### config.mk
export PLATFORM = sky130hd
export DESIGN_NAME = selective_repeat_receive_reorder
export DESIGN_NICKNAME = d
export VERILOG_FILES = /design/src/rtl/srrr_pkg.sv /design/src/rtl/srrr_slot_mem.sv /design/src/rtl/srrr_ctrl.sv /design/src/rtl/selective_repeat_receive_reorder.sv
export SDC_FILE = /design/constraint.sdc
export NUM_CORES = 1
export LEC_CHECK = 0
export BUFFER_PORTS_ARGS = -buffer_cell sky130_fd_sc_hd__buf_2
export CORE_ASPECT_RATIO = 0.5
export CORE_UTILIZATION = 55
export CTS_BUF_LIST = sky130_fd_sc_hd__clkbuf_8 sky130_fd_sc_hd__clkbuf_16
export CTS_CLUSTER_SIZE = 14
export DETAILED_ROUTE_END_ITERATION = 6
export PLACE_DENSITY = 0.79
export SYNTH_ARGS = -nofsm -noshare
export SYNTH_HDL_FRONTEND = slang
export SYNTH_SLANG_ARGS = --single-unit
export TNS_END_PERCENT = 20
### constraint.sdc
create_clock -name clk_i -period 20.7 [get_ports clk_i]
set_clock_uncertainty 0.15 [all_clocks]
set_input_delay 1.035 -clock clk_i [delete_from_list [all_inputs] [get_ports clk_i]]
set_output_delay 1.035 -clock clk_i [all_outputs]
set_load 0.03 [all_outputs]
### src/rtl/srrr_pkg.sv
`timescale 1ns / 1ps
// ----------------------------------------------------------------------------
// srrr_pkg
// Shared types and constants for the selective-repeat receive reorder block.
// ----------------------------------------------------------------------------
package srrr_pkg;

  localparam int MAX_WINDOW   = 8;
  localparam int PAYLOAD_BITS = 32;
  localparam int SLOTS        = 2 * MAX_WINDOW;
  localparam int SLOT_AW      = $clog2(SLOTS);

  // fixed field widths
  localparam int SEQ_W  = 4;
  localparam int WIN_W  = 4;
  localparam int KIND_W = 2;
  // sequence space / distance arithmetic, holds up to 2*window
  localparam int SPC_W  = WIN_W + 1;

  typedef enum logic [KIND_W-1:0] {
    KIND_DELIVER = 2'd0,
    KIND_ACK     = 2'd1,
    KIND_CLOSE   = 2'd2
  } kind_e;

  typedef enum logic [2:0] {
    ST_IDLE,
    ST_ISSUE,
    ST_DELIV,
    ST_ACK,
    ST_LDELIV,
    ST_LACK,
    ST_LCLOSE
  } state_e;

  typedef struct packed {
    logic                    we;
    logic [SLOT_AW-1:0]      waddr;
    logic [PAYLOAD_BITS-1:0] wdata;
    logic                    re;
    logic [SLOT_AW-1:0]      raddr;
  } ram_req_t;

endpackage

### src/rtl/srrr_slot_mem.sv
`timescale 1ns / 1ps
// ----------------------------------------------------------------------------
// srrr_slot_mem
// Payload slot storage: one write port, one read port, registered read data.
// ----------------------------------------------------------------------------
module srrr_slot_mem
  import srrr_pkg::*;
(
  input  logic                    clk_i,
  input  ram_req_t                req_i,
  output logic [PAYLOAD_BITS-1:0] rd_data_o
);

  logic [PAYLOAD_BITS-1:0] mem [SLOTS];
  logic [PAYLOAD_BITS-1:0] rd_q;

  always_ff @(posedge clk_i) begin
    if (req_i.we) begin
      mem[req_i.waddr] <= req_i.wdata;
    end
    // read data holds while no read is issued
    if (req_i.re) begin
      rd_q <= mem[req_i.raddr];
    end
  end

  assign rd_data_o = rd_q;

endmodule

### src/rtl/srrr_ctrl.sv
`timescale 1ns / 1ps
// ----------------------------------------------------------------------------
// srrr_ctrl
// Window control: base pointer, slot-full bits, drain sequencer, result reg.
// ----------------------------------------------------------------------------
module srrr_ctrl
  import srrr_pkg::*;
(
  input  logic                    clk_i,
  input  logic                    rst_ni,
  input  logic                    cfg_valid_i,
  output logic                    cfg_ready_o,
  input  logic [WIN_W-1:0]        cfg_data_i,
  input  logic                    in_valid_i,
  output logic                    in_stall_o,
  input  logic [SEQ_W-1:0]        seq_num_i,
  input  logic                    is_last_i,
  input  logic [PAYLOAD_BITS-1:0] payload_i,
  output logic                    out_valid_o,
  input  logic                    out_stall_i,
  output logic [KIND_W-1:0]       result_kind_o,
  output logic [SEQ_W-1:0]        seq_out_o,
  output logic [PAYLOAD_BITS-1:0] data_out_o,
  output logic                    last_of_run_o,
  output ram_req_t                ram_req_o,
  input  logic [PAYLOAD_BITS-1:0] ram_rd_i
);

  state_e                  state_q, state_d;
  logic [WIN_W-1:0]        win_q, win_d;
  logic [SEQ_W-1:0]        base_q, base_d;
  logic [SLOTS-1:0]        full_q, full_d;
  logic [SLOT_AW-1:0]      idx_q, idx_d;
  logic [WIN_W-1:0]        cnt_q, cnt_d;
  logic [SEQ_W-1:0]        seq_q, seq_d;
  logic                    last_q, last_d;
  logic [PAYLOAD_BITS-1:0] data_q, data_d;

  logic                    ov_q, ov_d;
  kind_e                   okind_q, okind_d;
  logic [SEQ_W-1:0]        oseq_q, oseq_d;
  logic [PAYLOAD_BITS-1:0] odata_q, odata_d;
  logic                    olast_q, olast_d;

  logic [WIN_W-1:0] w_eff;
  logic [SPC_W-1:0] space, seq5, base5, ahead;
  logic [SPC_W-1:0] idx_nx;
  logic             in_win, can_load, in_acc, cfg_acc;

  // active window: zero means one, large values saturate
  always_comb begin
    if (win_q == '0) begin
      w_eff = WIN_W'(1);
    end else if (win_q > WIN_W'(MAX_WINDOW)) begin
      w_eff = WIN_W'(MAX_WINDOW);
    end else begin
      w_eff = win_q;
    end
  end

  assign space  = {w_eff, 1'b0};
  assign seq5   = SPC_W'(seq_num_i);
  assign base5  = SPC_W'(base_q);
  assign ahead  = (seq5 >= base5) ? (seq5 - base5) : (seq5 + space - base5);
  assign in_win = (seq5 < space) && (ahead < SPC_W'(w_eff));
  assign idx_nx = SPC_W'(idx_q) + SPC_W'(1);

  assign can_load    = !ov_q || !out_stall_i;
  // a window write has priority: hold the packet beat off meanwhile
  assign in_stall_o  = (state_q != ST_IDLE) || cfg_valid_i;
  assign cfg_ready_o = (state_q == ST_IDLE);
  assign in_acc      = in_valid_i && !in_stall_o;
  assign cfg_acc     = cfg_valid_i && cfg_ready_o;

  always_comb begin
    state_d = state_q;
    win_d   = win_q;
    base_d  = base_q;
    full_d  = full_q;
    idx_d   = idx_q;
    cnt_d   = cnt_q;
    seq_d   = seq_q;
    last_d  = last_q;
    data_d  = data_q;
    okind_d = okind_q;
    oseq_d  = oseq_q;
    odata_d = odata_q;
    olast_d = olast_q;
    ov_d    = ov_q && out_stall_i;
    ram_req_o = '0;

    case (state_q)
      ST_IDLE: begin
        if (cfg_acc) begin
          win_d  = cfg_data_i;
          base_d = '0;
          full_d = '0;
        end else if (in_acc) begin
          seq_d  = seq_num_i;
          last_d = is_last_i;
          data_d = payload_i;
          if (is_last_i) begin
            if (seq_num_i == base_q) begin
              state_d = ST_LDELIV;
            end
          end else if (in_win) begin
            ram_req_o.we    = 1'b1;
            ram_req_o.waddr = SLOT_AW'(seq_num_i);
            ram_req_o.wdata = payload_i;
            full_d[SLOT_AW'(seq_num_i)] = 1'b1;
            if (ahead == '0) begin
              idx_d   = SLOT_AW'(base_q);
              cnt_d   = '0;
              state_d = ST_ISSUE;
            end else begin
              state_d = ST_ACK;
            end
          end else begin
            state_d = ST_ACK;
          end
        end
      end
      ST_ISSUE: begin
        if ((cnt_q < w_eff) && full_q[idx_q]) begin
          ram_req_o.re    = 1'b1;
          ram_req_o.raddr = idx_q;
          state_d = ST_DELIV;
        end else begin
          base_d  = SEQ_W'(idx_q);
          state_d = ST_ACK;
        end
      end
      ST_DELIV: begin
        if (can_load) begin
          ov_d    = 1'b1;
          okind_d = KIND_DELIVER;
          oseq_d  = SEQ_W'(idx_q);
          odata_d = ram_rd_i;
          olast_d = 1'b0;
          full_d[idx_q] = 1'b0;
          cnt_d   = cnt_q + WIN_W'(1);
          idx_d   = (idx_nx == space) ? '0 : SLOT_AW'(idx_nx);
          state_d = ST_ISSUE;
        end
      end
      ST_ACK: begin
        if (can_load) begin
          ov_d    = 1'b1;
          okind_d = KIND_ACK;
          oseq_d  = seq_q;
          odata_d = '0;
          olast_d = 1'b1;
          state_d = ST_IDLE;
        end
      end
      ST_LDELIV: begin
        if (can_load) begin
          ov_d    = 1'b1;
          okind_d = KIND_DELIVER;
          oseq_d  = seq_q;
          odata_d = data_q;
          olast_d = 1'b0;
          state_d = ST_LACK;
        end
      end
      ST_LACK: begin
        if (can_load) begin
          ov_d    = 1'b1;
          okind_d = KIND_ACK;
          oseq_d  = seq_q;
          odata_d = '0;
          olast_d = 1'b0;
          state_d = ST_LCLOSE;
        end
      end
      ST_LCLOSE: begin
        if (can_load) begin
          ov_d    = 1'b1;
          okind_d = KIND_CLOSE;
          oseq_d  = seq_q;
          odata_d = '0;
          olast_d = last_q;
          state_d = ST_IDLE;
        end
      end
      default: begin
        state_d = ST_IDLE;
      end
    endcase
  end

  always_ff @(posedge clk_i or negedge rst_ni) begin
    if (!rst_ni) begin
      state_q <= ST_IDLE;
      win_q   <= WIN_W'(MAX_WINDOW);
      base_q  <= '0;
      full_q  <= '0;
      idx_q   <= '0;
      cnt_q   <= '0;
      ov_q    <= 1'b0;
    end else begin
      state_q <= state_d;
      win_q   <= win_d;
      base_q  <= base_d;
      full_q  <= full_d;
      idx_q   <= idx_d;
      cnt_q   <= cnt_d;
      ov_q    <= ov_d;
    end
  end

  always_ff @(posedge clk_i) begin
    seq_q   <= seq_d;
    last_q  <= last_d;
    data_q  <= data_d;
    okind_q <= okind_d;
    oseq_q  <= oseq_d;
    odata_q <= odata_d;
    olast_q <= olast_d;
  end

  assign out_valid_o   = ov_q;
  assign result_kind_o = okind_q;
  assign seq_out_o     = oseq_q;
  assign data_out_o    = odata_q;
  assign last_of_run_o = olast_q;

endmodule

### src/rtl/selective_repeat_receive_reorder.sv
`timescale 1ns / 1ps
// ----------------------------------------------------------------------------
// selective_repeat_receive_reorder
// Selective-repeat receive window with in-order release of buffered payloads.
// ----------------------------------------------------------------------------
// Sequence: the first result of a packet is loaded into the output
//   register from ACK, or, when it releases stored slots, from DELIV after
//   the slot read in ISSUE. Each stored slot takes ISSUE (slot read) then
//   DELIV (output load); a last packet at the base runs LDELIV, LACK,
//   LCLOSE. No new packet beat is taken until the sequencer is back in IDLE.
// Reset: window 8, base 0, all slot-full bits cleared at once; payload RAM
//   is not cleared (a slot is only read while its full bit is set).
// ----------------------------------------------------------------------------
module selective_repeat_receive_reorder
  import srrr_pkg::*;
(
  input  logic                    clk_i,
  input  logic                    rst_ni,
  // window size register write
  input  logic                    cfg_valid_i,
  output logic                    cfg_ready_o,
  input  logic [WIN_W-1:0]        cfg_data_i,
  // packet beats
  input  logic                    in_valid_i,
  output logic                    in_stall_o,
  input  logic [SEQ_W-1:0]        seq_num_i,
  input  logic                    is_last_i,
  input  logic [PAYLOAD_BITS-1:0] payload_i,
  // result beats
  output logic                    out_valid_o,
  input  logic                    out_stall_i,
  output logic [KIND_W-1:0]       result_kind_o,
  output logic [SEQ_W-1:0]        seq_out_o,
  output logic [PAYLOAD_BITS-1:0] data_out_o,
  output logic                    last_of_run_o
);

  // Control side owns the base, full bits and the result register; the
  // slot RAM only holds payload words. A stored packet is written on its
  // accept edge and the drain reads start the following cycle, so the
  // read always sees the fresh word without forwarding.
  ram_req_t                ram_req;
  logic [PAYLOAD_BITS-1:0] ram_rd;

  srrr_ctrl u_ctrl (
    .clk_i         (clk_i),
    .rst_ni        (rst_ni),
    .cfg_valid_i   (cfg_valid_i),
    .cfg_ready_o   (cfg_ready_o),
    .cfg_data_i    (cfg_data_i),
    .in_valid_i    (in_valid_i),
    .in_stall_o    (in_stall_o),
    .seq_num_i     (seq_num_i),
    .is_last_i     (is_last_i),
    .payload_i     (payload_i),
    .out_valid_o   (out_valid_o),
    .out_stall_i   (out_stall_i),
    .result_kind_o (result_kind_o),
    .seq_out_o     (seq_out_o),
    .data_out_o    (data_out_o),
    .last_of_run_o (last_of_run_o),
    .ram_req_o     (ram_req),
    .ram_rd_i      (ram_rd)
  );

  srrr_slot_mem u_mem (
    .clk_i     (clk_i),
    .req_i     (ram_req),
    .rd_data_o (ram_rd)
  );

endmodule
== Word-level counts from Yosys, hierarchy flattened ==
Memory sizes are Yosys's and may differ from the RTL's. A register that Yosys moved wholly into a read port is not among the register bits.
Index checks and enable logic that the tools add are counted.
Word-level totals
  register bits: 112
  logic and storage cells: 173
  bits in writable memories: 512
  memories kept: 1
Memory list
  u_mem.mem: depth 16, width 32, read ports 1, clocked after memory_dff 1, wr ports 1, line srrr_slot_mem.sv:14  | logic [PAYLOAD_BITS-1:0] mem [SLOTS];
Operators by class
  bitwise gates (word level): 4
  muxes and demuxes: 71
  equality and inequality tests: 30
  $add $sub $neg: 5
  order comparisons: 9
  reductions and logical operators: 39
Operator list (number)
  $mux 37: 5
  $mux 32: 3
  $pmux 32 s3: 1
  $mux 16: 5
  $mux 4: 19
  $pmux 16 s2: 1
  $pmux 4 s2: 4
  $mux 3: 9
  $ne 2x1->1 const B: 11
  $pmux 3 s6: 1
  $and 16x16->16: 1
  $not 16->16: 1
  $or 16x16->16: 1
  $mux 5: 3
  $ne 2x2->1 const B: 7
  $reduce_and 7->1: 2
  $ne 3x3->1 const B: 4
  $reduce_and 4->1: 3
  $reduce_bool 3->1: 4
  $mux 1: 11
  $lt 4x5->1 const B: 2
  $eq 3x3->1 const B: 3
  $reduce_and 3->1: 3
  $demux 1 s4: 2
  other kinds (33): 52

== Longest topological paths before layout ==
Gate-level depths: netlist of the first run.
  depth after elaboration: 15
  depth in mapped cells: 16
  gate-level depth less buffers: 15

== Cells and area by module ==
A second synthesis of the first run with hierarchy kept.
Second synthesis, totals
  cells, all modules: 1321
  area total of the unflattened synthesis: 25913.6 um2
Modules (own cells, without submodules)
  srrr_slot_mem: times used 1, cells each 838, seq. area each 16335.7 um2, area an instance 20155.6 um2
  srrr_ctrl: times used 1, cells each 483, seq. area each 3184.3 um2, area an instance 5758.0 um2

== Worst setup path before layout of the first run ==
No wires, ideal clock.
  path type: in2reg
  start point: input port seq_num_i[1]
  end point: memory u_mem.mem[12][0] (enable)
  path slack: 13.222 ns
  cell stages on the path: 12
  arrival: 6.812 ns
  path buffers: 0
  setup time: 0.516 ns
  cells stage by stage: ha_1 > xor2_1 > ha_1 > inv_1 > fa_1 > xnor2_1 > o21bai_1 > nor2_1 > ha_1 > a21oi_1 > o2111ai_2 > nor4b_1
On the way
  cells in the longest elaborated chain, start to end: 12
  elaborated cells between the ends (all ways): 15
  those cells by class: add/sub: 3; order compare: 3; mux: 8; reduce/logical: 1
RTL lines
  start: declaration: line selective_repeat_receive_reorder.sv:26  | input logic [SEQ_W-1:0] seq_num_i,
  $add 4x5->5: line srrr_ctrl.sv:64  | assign ahead = (seq5 >= base5) ? (seq5 - base5) : (seq5 + space - base5);
  $sub 5x4->5: line srrr_ctrl.sv:64
  $mux 5: line srrr_ctrl.sv:64
  $lt 5x4->1: line srrr_ctrl.sv:65  | assign in_win = (seq5 < space) && (ahead < SPC_W'(w_eff));
  $logic_and 1x1->1: line srrr_ctrl.sv:65
  $mux 37 (*): line srrr_ctrl.sv:106  | end else if (in_win) begin
  $mux 37 (*): line srrr_ctrl.sv:102  | if (is_last_i) begin
  $mux 37 (*): line srrr_ctrl.sv:98  | end else if (in_acc) begin
  $mux 37 (*): line srrr_ctrl.sv:94  | if (cfg_acc) begin
  $mux 37 (*): line srrr_ctrl.sv:92  | case (state_q)
  $mux 1: line srrr_slot_mem.sv:18  | if (req_i.we) begin
  $mux 1 (not written as such): line srrr_slot_mem.sv:19  | mem[req_i.waddr] <= req_i.wdata;
  end: declaration: line srrr_slot_mem.sv:14
Mark *: on every way between the ends. The rest lies on a longest branch, timed or not.

== Worst setup path in the final report of the first run ==
  start point: register u_ctrl.win_q[3]
  end point: memory u_mem.mem[14][23] (enable)
On the way
  cells in the longest elaborated chain, start to end: 15
  elaborated cells between the ends (all ways): 17
  those cells by class: add/sub: 2; order compare: 3; mux: 10; reduce/logical: 2
RTL lines
  start: declaration: line srrr_ctrl.sv:30  | logic [WIN_W-1:0] win_q, win_d;
  start signal: assignment: line srrr_ctrl.sv:195  | win_q <= WIN_W'(MAX_WINDOW);
  start signal: assignment: line srrr_ctrl.sv:203  | win_q <= win_d;
  $gt 4x4->1: line srrr_ctrl.sv:54  | end else if (win_q > WIN_W'(MAX_WINDOW)) begin
  $mux 4: line srrr_ctrl.sv:54
  $mux 4 (*): line srrr_ctrl.sv:52  | if (win_q == '0) begin
  $add 4x5->5: line srrr_ctrl.sv:64
  $sub 5x4->5: line srrr_ctrl.sv:64
  $mux 5: line srrr_ctrl.sv:64
  $lt 5x4->1: line srrr_ctrl.sv:65
  $logic_and 1x1->1 (*): line srrr_ctrl.sv:65
  $mux 37 (*): line srrr_ctrl.sv:106
  $mux 37 (*): line srrr_ctrl.sv:102
  $mux 37 (*): line srrr_ctrl.sv:98
  $mux 37 (*): line srrr_ctrl.sv:94
  $mux 37 (*): line srrr_ctrl.sv:92
  $mux 1: line srrr_slot_mem.sv:18
  $mux 1 (not written as such): line srrr_slot_mem.sv:19
Marks and branches as above.

==> results of run 1 <==
==> per-layer routing <==
layer | up-vias | track usage (%) | routed length (um)
met2 | 945 | 39.13 | 29540
met3 | 141 | 3.699 | 5788
met1 | 8298 | 36.39 | 25850
li1 | 7121 | - | -
met5 | - | 0 | 0
met4 | 0 | 7.190 | 1719
==> cells in the final DEF, fill, tap and decap left out, drive strengths merged, types with 5 or more instances in the layout <==
| cell | instances |
|---|---|
| inv | 42 |
| a31oi | 6 |
| a21o | 6 |
| nor4 | 7 |
| nand4 | 12 |
| a211oi | 29 |
| mux2i | 122 |
| ha | 20 |
| buf | 122 |
| and3 | 21 |
| nand3 | 85 |
| o221ai | 64 |
| nor2 | 71 |
| nand2 | 160 |
| o31ai | 17 |
| edfxtp | 620 |
| a32oi | 27 |
| nand2b | 9 |
| dfrtp | 35 |
| mux2 | 9 |
| nor3 | 64 |
| a31o | 17 |
| o21ai | 51 |
| and2 | 37 |
| a21oi | 36 |
| a22o | 41 |
| clkbuf | 55 |
| xnor2 | 5 |
| clkinv | 8 |
| o22a | 6 |
==> final cells by class <==
cell class | instances | area, sq um
clock buffer | 55 | 1376
clock inverter | 28 | 182.7
fill | 3369 | 18870
inverter | 25 | 93.84
multi-input combinational | 988 | 7076
sequential | 656 | 19520
tap | 649 | 812.0
timing repair buffer | 122 | 710.7
==> metrics by stage <==
step | setup WS [ns] | hold slack, ns | power [uW] | utilization, % | instance area, sq um
floorplan | 13.22 | 0.3080 | 2051 | - | 27170
global placement | 14.34 | 0.3280 | 2223 | 58.00 | 28210
detailed placement | 14.23 | 0.3416 | 2234 | 58.00 | 28210
CTS | 14.75 | 0.3564 | 3153 | 61.21 | 29770
global route | 14.47 | 0.3736 | 3257 | 61.21 | 29770
finish | 14.70 | 0.3599 | 3147 | 61.21 | 29770
==> power by group through the flow <==
| stage | registers [uW] | logic [uW] | clock network [uW] |
|---|---|---|---|
| after floorplan | 1680 | 367 | 0 |
| after global placement | 1620 | 599 | 0 |
| after detailed placement | 1630 | 607 | 0 |
| after CTS | 1600 | 610 | 942 |
| after global routing | 1610 | 661 | 988 |
| final | 1600 | 614 | 932 |
==> flip-flops by register name, summed over array words and instances (netlist names) <==
register and count:
u_ctrl.cnt_q 4, u_ctrl.out_valid_o 1, u_ctrl.last_q 1, u_mem.rd_data_o 32, u_ctrl.full_q 16, u_ctrl.data_out_o 32
u_mem.mem 512, u_ctrl.result_kind_o 2, u_ctrl.state_q 3, u_ctrl.idx_q 4, u_ctrl.last_of_run_o 1, u_ctrl.data_q 32
u_ctrl.win_q 4, u_ctrl.seq_q 4, u_ctrl.base_q 4, u_ctrl.seq_out_o 4
==> cells by family after synthesis <==
| group | count (synthesis) |
|---|---|
| xor gates and xnor gates | 10 |
| adders and majority gates | 24 |
| muxes | 135 |
| AOI/OAI and AO/OA | 335 |
| DFF | 656 |
| and+or+nand+nor | 484 |
| buffers and inverters | 143 |
==> how the worst min path moves through the flow <==
stage,endpoint,depth (start not counted)
4_1_cts,u_ctrl.full_q[10],2
3_5_place_dp,u_ctrl.full_q[10],2
3_3_place_gp,u_ctrl.full_q[11],2
6_report,u_ctrl.full_q[10],2
2_1_floorplan,u_ctrl.full_q[11],2
5_1_grt,u_ctrl.full_q[8],1
==> worst min-delay path: stages (launching register included) <==
cell     delay [ns]
dfrtp_1        0.34
o21ai_0        0.08
nand2_1        0.05
==> impl_metrics.py, run 1 <==
metrics = {
    "floorplanning": {
        "rows": 57,
        "boundaryPins": 88,
        "die_w_um": 316.3,
        "initial_core_util_pct": 55.85,
        "placeableCoreArea_sq_mm": 0.04864,
        "dieHeight_um": 159.2,
        "die_area_sq_mm": 0.05034,
    },
    "clocking": {
        "clkSlewWorstSetupHoldPaths_ns": 0.07,
        "cts_setup_buffers": 0,
        "cts_inserted_buffers": 55,
        "cts_tree": "yes",
        "clk_latency_ns": 0.60,
        "cts-root-buf": "clkbuf_16",
        "cts-htree-levels": 2,
        "cts.sinks": 656,
        "max-clock-path-buffers": 3,
        "hold_buffers": 0,
        "cts-resized-gates": 0,
    },
    "grt": {
        "grt_pass1_vias": 15860,
        "grt_pass1_wl_um": 95110,
        "grt_overflow_total": 0,
        "antenna_found_initial": 0,
        "grt_max_degree": 170,
        "grt_use_total_pct": 24.87,
    },
    "setup_path": {
        "worstPathMaxFanout": 37,
        "path_class": "reg2reg",
        "required_ns": 20.76,
        "cp-end-kind": "register",
        "crit_cells": 16,
        "cp-endpoint": "u_mem.mem[14][23]",
        "crit_family": "simple AND/OR/NAND/NOR gates",
        "reg2reg_slack_ns": 14.70,
        "startpoint_type": "register",
        "reg2regPathDepth": 16,
        "slowest_delay_ns": 0.99,
        "crit_slowest_cell": "nor2_4",
        "r2r-start": "u_ctrl.win_q[3]",
        "crit_arrival_ns": 6.06,
        "r2r_end": "u_mem.mem[14][23]",
        "worstSetupStartpoint": "u_ctrl.win_q[3]",
        "cp_common_cell": "inv_1",
        "crit_chain": "inv_1 -> nand2_1 -> inv_1 -> fa_1 -> inv_1 -> fa_1 -> xnor2_1 -> o21bai_1 -> nor2_1 -> ha_1 -> a21oi_1 -> o2111ai_2 -> nor2_2 -> buf_4 -> nand3_1 -> nor2_4",
        "path_buf_inv": 4,
    },
    "logic_synthesis": {
        "ys_top_cells_by_count": "620 x edfxtp_1, 159 x nand2_1, 122 x mux2i_1",
        "ys.flop_type": "edfxtp_1",
        "yosysTopAreaCellShare_pct": 68.53,
        "synth_seq_cells": 656,
        "synth_area_leaders": "edfxtp_1 69%, mux2i_1 4.5%, dfrtp_1 3.2%, nand2_1 2.2%, nand3_1 1.5%",
        "synth_fa_ha_area_share_pct": 1.216,
        "synth_area_sq_mm": 0.02717,
        "yosysWarnings": 0,
        "muxShareOfSynthArea_pct": 5.214,
        "synth-simple-area-share_pct": 8.691,
        "synth_compound_area_share_pct": 9.939,
        "synthDistinctLibCells": 88,
        "netlist_instances": 1787,
        "yosysMostFrequentCell": "edfxtp_1",
        "synth-edff-count": 620,
        "yosys.area.top_type": "edfxtp_1",
        "synth_nets": 1857,
        "synth_xor_area_share_pct": 0.3731,
        "async_flop_share_pct": 5.488,
        "synth_top_family_by_area": "compound AO/OA/AOI/OAI gates",
        "synth_seq_area_share_pct": 71.85,
        "avgSynthCellArea_sq_um": 15.20,
    },
    "place": {
        "hpwlAfterDp_um": 34870,
        "gp_congestion": 0.8886,
        "place_inst": 2440,
        "port_buffers": 87,
    },
    "timing": {
        "min_period_ns": 5.997,
        "worst_slew_pin_slew_ns": 1.150,
        "finalSetupViolations": 0,
        "tns_ns": 0,
        "fmax_ghz": 0.1668,
        "period_share_pct": 28.97,
        "grt_setup_unrepaired": "no",
        "hold_viol": 0,
        "maxSlewViolCount": 0,
        "slew_headroom_pct": 23.17,
    },
    "power": {
        "clockPowerShare_pct": 29.6,
        "switchingPower_uw": 911.9,
        "swShare_pct": 28.98,
        "p_int_uw": 2235,
        "max-vdd-ir-drop_mv": 0.06670,
        "power_frac_comb_pct": 19.5,
        "power_density_mw_per_mm2": 105.7,
        "leakagePower_uw": 0.01056,
        "seqPwrFrac_pct": 50.9,
    },
    "route": {
        "vias": 16510,
        "finalWirelength_um": 62900,
        "drt_iter0_markers": 2216,
        "drcViolationCount": 0,
        "wl_per_cell_um": 24.93,
        "viasPerCell": 6.542,
        "dr.pass1.iters": 5,
        "antenna_left": 0,
    },
    "min_path": {
        "hold_start": "u_ctrl.full_q[10]",
        "hold_class": "reg2reg",
    },
    "layout": {
        "post_layout_nonfiller_instances": 2523,
        "diodes": 0,
        "num-nets-final": 1918,
        "area_growth_pct": 9.589,
        "drive_gt1_share_pct": 14.25,
    },
    "status": {
        "status": "finished, final reports clean",
    },
    "flow_run": {
        "maxCapViolCount": 0,
    },
}
(Power assumes the default switching activity.)
==> inputs of run 2 (changes only) <==
- clock period: 20.7 -> 6 ns (I/O delays scaled with it)
==> run 2 against run 1 <==
Compared with the run above:
- hold slack got worse by 0.28 ns
- cell count rose by 2.4%
- wire length is 4.8% higher
- worst setup slack got worse by 14 ns
- critical path depth is 2 higher
- count of clock-buffer cells in the layout up 2
- first-iteration DRC count is 13% higher
- sequential power rose to 3.5 times the previous value
- register-to-register slack got worse by 14 ns
- largest power group unchanged
==> impl_metrics.py, run 2 (synthesis results as in run 1) <==
metrics = {
    "status": {
        "status": "finished, final reports clean",
    },
    "layout": {
        "top_register": "u_mem.mem",
        "most-common-layout-cells": "620 x edfxtp_1, 159 x nand2_1, 122 x mux2i_1",
        "fillers": 3356,
        "multiInputGateArea_sq_mm": 0.007076,
        "fin_util_pct": 62.70,
        "area_growth_pct": 12.26,
        "largest_register_ffs": 512,
        "drive_gt1_share_pct": 14.83,
        "layout_commonest_cell": "edfxtp_1",
        "diodes": 0,
        "num-nets-final": 1977,
        "regArea_sq_mm": 0.01952,
    },
    "setup_path": {
        "crit_slowest_cell": "dfstp_2",
        "required_ns": 6.15,
        "crit_family": "simple AND/OR/NAND/NOR gates",
        "crit_arrival_ns": 5.47,
        "path_buf_inv": 6,
        "cp_common_cell": "inv_1",
        "slowest_delay_ns": 0.61,
        "crit_chain": "inv_1 -> nand2_1 -> inv_1 -> fa_1 -> inv_1 -> fa_1 -> xnor2_1 -> o21bai_1 -> nor2_1 -> ha_1 -> a21oi_1 -> o2111ai_2 -> buf_4 -> nor2_2 -> buf_4 -> nand3_1 -> nor2_4 -> buf_12",
        "cp-end-kind": "register",
        "path_class": "reg2reg",
        "startpoint_type": "register",
        "worstPathMaxFanout": 19,
    },
    "power": {
        "clockPowerShare_pct": 30.3,
        "max-vdd-ir-drop_mv": 0.2413,
        "swShare_pct": 29.33,
        "seqPwrFrac_pct": 49.9,
        "leakagePower_uw": 0.01087,
        "switchingPower_uw": 3251,
        "p_int_uw": 7833,
        "power_frac_comb_pct": 19.8,
        "power_density_mw_per_mm2": 363.5,
    },
    "clocking": {
        "cts-htree-levels": 2,
        "max-clock-path-buffers": 3,
        "cts_tree": "yes",
        "cts.sinks": 656,
        "clkSlewWorstSetupHoldPaths_ns": 0.07,
        "cts_inserted_buffers": 56,
        "cts_setup_buffers": 0,
        "cts-root-buf": "clkbuf_16",
        "cts-resized-gates": 0,
        "hold_buffers": 43,
        "clk_latency_ns": 0.61,
    },
    "timing": {
        "finalSetupViolations": 0,
        "setup_slack_ns": 0.6757,
        "slew_headroom_pct": 25.85,
        "maxSlewViolCount": 0,
        "hold_viol": 0,
        "grt_setup_unrepaired": "no",
        "fmax_ghz": 0.1878,
        "min_period_ns": 5.324,
        "worst_slew_pin_slew_ns": 1.110,
        "period_share_pct": 88.74,
    },
    "floorplanning": {
        "rows": 57,
        "dieHeight_um": 159.2,
        "die_area_sq_mm": 0.05034,
        "boundaryPins": 88,
        "placeableCoreArea_sq_mm": 0.04864,
        "initial_core_util_pct": 55.85,
        "die_w_um": 316.3,
    },
    "place": {
        "hpwlAfterDp_um": 37400,
        "gp_congestion": 0.8851,
        "port_buffers": 87,
        "dp_slack_ns": 0.7345,
    },
    "grt": {
        "grt_use_total_pct": 25.99,
        "grt_pass1_wl_um": 98700,
        "grt_overflow_total": 0,
        "antenna_found_initial": 0,
        "grt_max_degree": 87,
        "grt_pass1_vias": 16180,
    },
    "route": {
        "drt_iter0_markers": 2505,
        "dr.pass1.iters": 5,
        "finalWirelength_um": 65950,
        "vias": 16900,
        "drcViolationCount": 0,
        "wl_per_cell_um": 25.52,
        "antenna_left": 0,
        "viasPerCell": 6.541,
    },
    "flow_run": {
        "maxCapViolCount": 0,
    },
    "min_path": {
        "hold_class": "in2reg",
    },
}
==> run 2: cell count changes in the layout (fill, tap and decap cells not counted), sizes merged <==
cell,delta
buf,+15
bufinv,+1
clkbuf,+2
clkinv,+3
clkinvlp,+1
dlygate4sd3,+43
inv,-4
==> run 2: final cells by class <==
type | instances | area share (%)
Inverter | 25 | 0.3077
Sequential cell | 656 | 64.01
Clock buffer | 57 | 4.640
Clock inverter | 29 | 0.7139
Multi-Input combinational cell | 988 | 23.20
Tap cell | 649 | 2.663
Timing Repair Buffer | 180 | 4.464
==> run 2: metrics by stage <==
stage	instances	hold slack, ns	power [uW]	setup TNS [ns]	instance area [sq um]
2_1_floorplan	1787	-0.1456	7076	-153.47	27170
3_3_place_gp	2454	0.2994	7690	0	28420
3_5_place_dp	2454	0.3006	7730	0	28420
4_1_cts	2583	0.04723	11040	0	30480
5_1_grt	2584	0.1006	11440	0	30500
6_report	2584	0.08183	11080	0	30500
==> run 2: power groups by stage <==
stage	Clock, uW	Sequential (uW)	Combinational [uW]
2_1_floorplan	0	5810	1270
3_3_place_gp	0	5610	2080
3_5_place_dp	0	5620	2110
4_1_cts	3370	5530	2140
5_1_grt	3540	5560	2350
6_report	3360	5530	2190
==> run 2: worst register-to-register path, cell delays in order, from the launching register on <==
cell and delay, ns:
dfstp_2 0.61, inv_1 0.14, nand2_1 0.18, inv_1 0.07
fa_1 0.50, inv_1 0.06, fa_1 0.37, xnor2_1 0.13
o21bai_1 0.21, nor2_1 0.09, ha_1 0.33, a21oi_1 0.21
o2111ai_2 0.14, buf_4 0.21, nor2_2 0.10, buf_4 0.25
nand3_1 0.43, nor2_4 0.57, buf_12 0.26
==> run 2: final timing paths <==
| kind | from | to | slack, ns | depth (start not counted) |
|---|---|---|---|---|
| max | u_ctrl.win_q[3] | u_mem.mem[10][3] | 0.68 | 18 |
| min | cfg_valid_i | u_ctrl.full_q[0] | 0.08 | 3 |
| max reg2reg | u_ctrl.win_q[3] | u_mem.mem[10][3] | 0.68 | 18 |
| min reg2reg | u_ctrl.full_q[6] | u_ctrl.full_q[6] | 0.35 | 2 |
| max in group asynchronous | rst_ni | u_ctrl.base_q[1] | 4.95 | 2 |
| min in group asynchronous | rst_ni | u_ctrl.full_q[11] | 0.20 | 2 |
==> run 2: per-layer routing <==
metal,wire length (um),share of wire (%),global-route usage (%),vias up
li1,-,-,-,7255
met4,1587,2.4,7.561,0
met2,30540,46,40.13,1116
met3,6986,11,3.946,131
met1,26830,41,38.62,8401
met5,0,0,0,-
